[src/rtl/core/smos_pkg.sv]
package smos_pkg;

    localparam logic [63:0] ALL_ONES = 64'hFFFF_FFFF_FFFF_FFFF;
    localparam logic [31:0] TRIG_C1 = 32'd1686629713;
    localparam logic [31:0] TRIG_C3 = 32'd693598563;
    localparam logic [31:0] TRIG_C5 = 32'd80710674;

    // Angle table size per turn (a power of two) and stored range width.
    localparam int ANGLE_STEPS = 4096;
    localparam int RANGE_BITS  = 16;

    localparam logic [2:0] REG_ANGLE_STEP = 3'd0;
    localparam logic [2:0] REG_RANGE_STEP = 3'd1;
    localparam logic [2:0] REG_K_MIN      = 3'd2;
    localparam logic [2:0] REG_K_MAX      = 3'd3;
    localparam logic [2:0] REG_L_MIN      = 3'd4;
    localparam logic [2:0] REG_L_MAX      = 3'd5;

    // Datapath commands from the controller.
    typedef struct packed {
        logic load;      // write one beam into the stores
        logic pair_init; // clear accumulator, start beam walk for current k,l
        logic search_clr;// clear stored beam count when the result is taken
    } smos_cmd_t;

    // Datapath status back to the controller.
    typedef struct packed {
        logic pair_done; // accumulator holds the full sum for current k,l
        logic busy;      // pipeline still holds beams in flight
    } smos_sts_t;

endpackage

[src/rtl/core/smos_ctrl.sv]
module smos_ctrl
    import smos_pkg::*;
(
    input  logic               clk,
    input  logic               rst_n,
    input  logic               s_beat,
    input  logic               s_last,
    input  logic               m_tready,
    input  smos_sts_t          sts,
    input  logic signed [11:0] k_min,
    input  logic signed [11:0] k_max,
    input  logic signed [8:0]  l_min,
    input  logic signed [8:0]  l_max,
    input  logic [63:0]        pair_sum,
    output smos_cmd_t          cmd,
    output logic               s_ready,
    output logic               m_valid,
    output logic signed [11:0] cur_k,
    output logic signed [8:0]  cur_l,
    output logic               found,
    output logic signed [11:0] best_k,
    output logic signed [8:0]  best_l,
    output logic [63:0]        best_sum
);

    localparam logic [2:0] ST_LOAD  = 3'd0;
    localparam logic [2:0] ST_START = 3'd1;
    localparam logic [2:0] ST_WAIT  = 3'd2;
    localparam logic [2:0] ST_EVAL  = 3'd3;
    localparam logic [2:0] ST_OUT   = 3'd4;

    logic [2:0] state_reg, state_next;
    logic signed [11:0] k_reg, k_next;
    logic signed [8:0]  l_reg, l_next;
    logic found_reg, found_next;
    logic signed [11:0] bk_reg, bk_next;
    logic signed [8:0]  bl_reg, bl_next;
    logic [63:0] bs_reg, bs_next;
    logic wait_reg, wait_next;

    always_comb
    begin
        state_next = state_reg;
        k_next = k_reg; l_next = l_reg;
        found_next = found_reg; bk_next = bk_reg; bl_next = bl_reg; bs_next = bs_reg;
        wait_next = 1'b0;
        cmd = '0;
        case (state_reg)
            ST_LOAD:
            begin
                if (s_beat)
                begin
                    cmd.load = 1'b1;
                    if (s_last)
                    begin
                        found_next = 1'b0; bk_next = '0; bl_next = '0; bs_next = ALL_ONES;
                        k_next = k_min; l_next = l_min;
                        state_next = ((k_min < k_max) && (l_min < l_max)) ? ST_START : ST_OUT;
                    end
                end
            end
            ST_START:
            begin
                cmd.pair_init = 1'b1;
                wait_next = 1'b1;
                state_next = ST_WAIT;
            end
            ST_WAIT:
            begin
                if (!wait_reg && sts.pair_done)
                begin
                    state_next = ST_EVAL;
                end
            end
            ST_EVAL:
            begin
                if (!found_reg || (pair_sum < bs_reg))
                begin
                    found_next = 1'b1; bs_next = pair_sum; bk_next = k_reg; bl_next = l_reg;
                end
                state_next = ST_START;
                if (l_reg + 9'sd1 < l_max)
                begin
                    l_next = l_reg + 9'sd1;
                end
                else if (k_reg + 12'sd1 < k_max)
                begin
                    l_next = l_min; k_next = k_reg + 12'sd1;
                end
                else
                begin
                    state_next = ST_OUT;
                end
            end
            ST_OUT:
            begin
                if (m_tready)
                begin
                    cmd.search_clr = 1'b1;
                    state_next = ST_LOAD;
                end
            end
            default:
            begin
                state_next = ST_LOAD;
            end
        endcase
    end

    always_ff @(posedge clk or negedge rst_n)
    begin
        if (!rst_n)
        begin
            state_reg <= ST_LOAD;
            k_reg <= '0; l_reg <= '0;
            found_reg <= 1'b0; bk_reg <= '0; bl_reg <= '0; bs_reg <= ALL_ONES;
            wait_reg <= 1'b0;
        end
        else
        begin
            state_reg <= state_next;
            k_reg <= k_next; l_reg <= l_next;
            found_reg <= found_next; bk_reg <= bk_next; bl_reg <= bl_next;
            bs_reg <= bs_next;
            wait_reg <= wait_next;
        end
    end

    assign s_ready  = (state_reg == ST_LOAD);
    assign m_valid  = (state_reg == ST_OUT);
    assign cur_k    = k_reg;
    assign cur_l    = l_reg;
    assign found    = found_reg;
    assign best_k   = bk_reg;
    assign best_l   = bl_reg;
    assign best_sum = bs_reg;

endmodule
[config.mk]
export PLATFORM = sky130hd
export DESIGN_NAME = smos_ctrl
export DESIGN_NICKNAME = d
export VERILOG_FILES = /design/src/rtl/core/smos_pkg.sv /design/src/rtl/core/smos_ctrl.sv
export SDC_FILE = /design/constraint.sdc
export NUM_CORES = 1
export LEC_CHECK = 0
export ABC_AREA = 1
export BUFFER_PORTS_ARGS = -buffer_cell sky130_fd_sc_hd__buf_2
export CAP_MARGIN = 15
export CELL_PAD_IN_SITES_DETAIL_PLACEMENT = 1
export CELL_PAD_IN_SITES_GLOBAL_PLACEMENT = 2
export CORE_ASPECT_RATIO = 1.4
export CORE_MARGIN = 5
export CORE_UTILIZATION = 32
export DETAILED_ROUTE_END_ITERATION = 10
export HOLD_SLACK_MARGIN = 0.03
export PLACE_DENSITY_LB_ADDON = 0.1
export SETUP_SLACK_MARGIN = 0.15
export SLEW_MARGIN = 20
export SYNTH_ARGS = -nofsm -noshare
export SYNTH_HDL_FRONTEND = slang
export SYNTH_SLANG_ARGS = --single-unit
[constraint.sdc]
create_clock -name clk -period 5.8 [get_ports clk]
set_input_delay 0.87 -clock clk [delete_from_list [all_inputs] [get_ports clk]]
set_output_delay 0.87 -clock clk [all_outputs]
set_load 0.02 [all_outputs]
==> flow_metrics.env <==
export IMPL_synth_top_area_share_pct=20.5
export IMPL_cts_max_path_buffers=2
export IMPL_maxCapViolations=0
export IMPL_post_cts_buffers=0
export IMPL_worst_path_stages=19
export IMPL_layoutNonFillerInstCount=1595
export IMPL_grt_pass1_vias=8243
export IMPL_synth_edf_count=0
export IMPL_synth_area_leaders="dfstp_2 (20%), ha_1 (16%), nand2_1 (15%)"
export IMPL_yosys_top_cells_count="nand2_1 (319), inv_1 (129), nand3_1 (106)"
export IMPL_gp_congestion=0.789
export IMPL_end_kind="register"
export IMPL_synth_most_common_cell="nand2_1"
export IMPL_numCtsBuffers=9
export IMPL_rsz0062_at_grt="no"
export IMPL_endpoint="cur_l[8]"
export IMPL_rows=69
export IMPL_finalSetupTns_ns=0
export IMPL_clk_pin_slew_ns=0.07
export IMPL_fin_ws_ns=2.32
export IMPL_ys_async_sr_fraction_pct=100
export IMPL_ff2ff_setup_slack_ns=2.32
export IMPL_netlist_area_mm2=0.00822
export IMPL_cpMaxStageDelayCell="dfrtp_1"
export IMPL_cp_max_fo=12
export IMPL_avgSynthCellArea_um2=7.66
export IMPL_hold_viol_final=0
export IMPL_p_leak_uw=0.00549
export IMPL_status="finished clean"
export IMPL_worst_slew_pin_slew_ns=1.01
export IMPL_drt_total_wl_um=24900
export IMPL_synth_area_leader_cell="dfstp_2"
export IMPL_cts_resized=0
export IMPL_die_h_um=200
export IMPL_cp_num_buf_inv=1
export IMPL_total_power_uw=4850
export IMPL_final_setup_viol_count=0
export IMPL_crit_start="cur_k[0]"
export IMPL_antenna_found_initial=2
export IMPL_max_freq_ghz=0.288
export IMPL_vias=7582
export IMPL_ys_warn_count=0
export IMPL_peakVddDrop_mv=0.247
export IMPL_core_mm2=0.0254
export IMPL_initialDrtViolationCount=191
export IMPL_cts_tree="done"
export IMPL_grt_overflow_total=0
export IMPL_portBuffers=223
export IMPL_synth_seq_cells=111
export IMPL_clk_latency_ns=0.37
export IMPL_place_ws_ns=2.26
export IMPL_max_stage_delay_ns=0.51
export IMPL_path_cells="ha_1 -> nand3_1 -> nor2_1 -> nand3_1 -> nor3_2 -> xor2_1 -> ha_1 -> nand4_1 -> a21oi_1 -> nor2_1 -> nand2_1 -> nand2_1 -> nand2_1 -> nor2_1 -> nand2_1 -> nand2_1 -> inv_1 -> nand2_1 -> nand2_1"
export IMPL_rr_endpoint="cur_l[8]"
export IMPL_ios=225
export IMPL_synth_distinct_cells=39
export IMPL_finClkSkew_ns=0.0118
export IMPL_gr_usage_all_layers_pct=17.4
export IMPL_synthesis_nets=1289
export IMPL_reg2regPathDepth=19
export IMPL_relSlewSlack_pct=32.7
export IMPL_synth_cells=1073
export IMPL_timing_rr_start="cur_k[0]"
export IMPL_drc=0
export IMPL_period_share_pct=60.0
export IMPL_start_kind="register"
export IMPL_cp_top_family="simple AND/OR/NAND/NOR gates"
export IMPL_die_w_um=145
export IMPL_final_cell_area_mm2=0.00976
export IMPL_cp_data_required_time_ns=6.05
export IMPL_start_util_pct=32.4
export IMPL_crit_arrival_ns=3.73
export IMPL_yosysSeqAreaShare_pct=34.8
export IMPL_crit_top_cell="nand2_1"
export IMPL_grt_max_degree=86
export IMPL_min_delay_path_class="register to register"
export IMPL_drive_gt1_share_pct=26.0
export IMPL_fillCellCount=3242
export IMPL_drv_slew=0
export IMPL_dp_hpwl_um=18600
export IMPL_clkSinkCount=111
export IMPL_placed_area_mm2=0.00950
export IMPL_cellPowerDensity_mw_per_mm2=497
export IMPL_first_pass_iters=4
export IMPL_h_tree_depth=3
export IMPL_vias_per_cell=4.75
export IMPL_cts_hold_buf=0
export IMPL_nNetsFinal=1486
export IMPL_dieArea_mm2=0.0290
export IMPL_area_growth_pct=18.8
export IMPL_yosys_most_used_dff="dfstp_2"
export IMPL_dp_cells=1578
export IMPL_grt_pass1_wl_um=41400
export IMPL_ant_nets=0
export IMPL_crit_type="register to register"
export IMPL_root_buffer="clkbuf_16"
export IMPL_finalCriticalPeriod_ns=3.48
export IMPL_largest_reg_flops=64
export IMPL_wl_per_cell_um=15.6
## how the worst min path moves through the flow
stage,from,slack [ns],cells after the start,end
6_report,best_l[5],0.47,2,best_l[5]
2_1_floorplan,best_sum[1],0.50,2,best_sum[1]
4_1_cts,best_l[5],0.47,2,best_l[5]
3_5_place_dp,best_l[5],0.45,2,best_l[5]
5_1_grt,best_sum[14],0.49,2,best_sum[14]
3_3_place_gp,best_k[2],0.45,2,best_k[2]
## cell type report
| cell class | instances | area, um^2 | share of cell area [%] |
|---|---|---|---|
| well taps | 319 | 399 | 4.09 |
| inverters | 132 | 498 | 5.10 |
| repair buffers | 227 | 1150 | 11.8 |
| diodes | 1 | 2.50 | 0.0256 |
| clock inverters | 3 | 20.0 | 0.205 |
| flip-flops and latches | 111 | 2860 | 29.3 |
| multi-input cells | 789 | 4600 | 47.1 |
| clock buffers | 13 | 240 | 2.46 |
## cell families after synthesis
family / Yosys count / synth area share [%]
mux: 8 / 0.975
flops: 111 / 34.8
fa+ha+maj: 103 / 15.7
compound gates: 97 / 6.41
simple gates: 568 / 31.4
xor+xnor: 13 / 1.39
buf+inv: 173 / 9.38
## layout by cell type, fill, tap and decap left out, drive strengths merged, types with 4 or more instances in the layout
cell type / count
buf: 227
nand4: 16
inv: 132
xor2: 10
or2: 65
nand3: 108
dfstp: 64
a21oi: 45
nor2: 43
nor3: 10
mux2i: 8
a21o: 4
dfrtp: 47
nand2: 322
o21ai: 35
o21a: 7
clkbuf: 13
ha: 103
## worst register-to-register path, stage by stage, from the launching register on
cell     delay (ns)
dfrtp_1        0.51
ha_1           0.24
nand3_1        0.12
nor2_1         0.21
nand3_1        0.16
nor3_2         0.16
xor2_1         0.23
ha_1           0.28
nand4_1        0.12
a21oi_1        0.07
nor2_1         0.14
nand2_1        0.07
nand2_1        0.05
nand2_1        0.11
nor2_1         0.12
nand2_1        0.09
nand2_1        0.29
inv_1          0.21
nand2_1        0.11
nand2_1        0.07
## where the power goes
group	total (uW)	internal (uW)	leakage, uW	switching (uW)
clock	599	293	0.000121	306
combinational	2580	914	0.00408	1670
sequential	1670	1310	0.00129	357
## layer usage
metal	part of all wire (%)	vias up	track usage, %
met5	0.028	-	0
met3	4.9	26	4.26
met4	1.9	2	5.18
met1	43	3580	20.1
li1	-	3839	-
met2	50	135	31.7
## per-stage QoR
step	utilization, %	hold slack (ns)
6_report	38.5	0.469
5_1_grt	38.5	0.486
3_5_place_dp	37.4	0.454
4_1_cts	38.5	0.473
3_3_place_gp	37.4	0.449
2_1_floorplan	-	0.500
No activity file was read; power rests on OpenSTA's default activity.
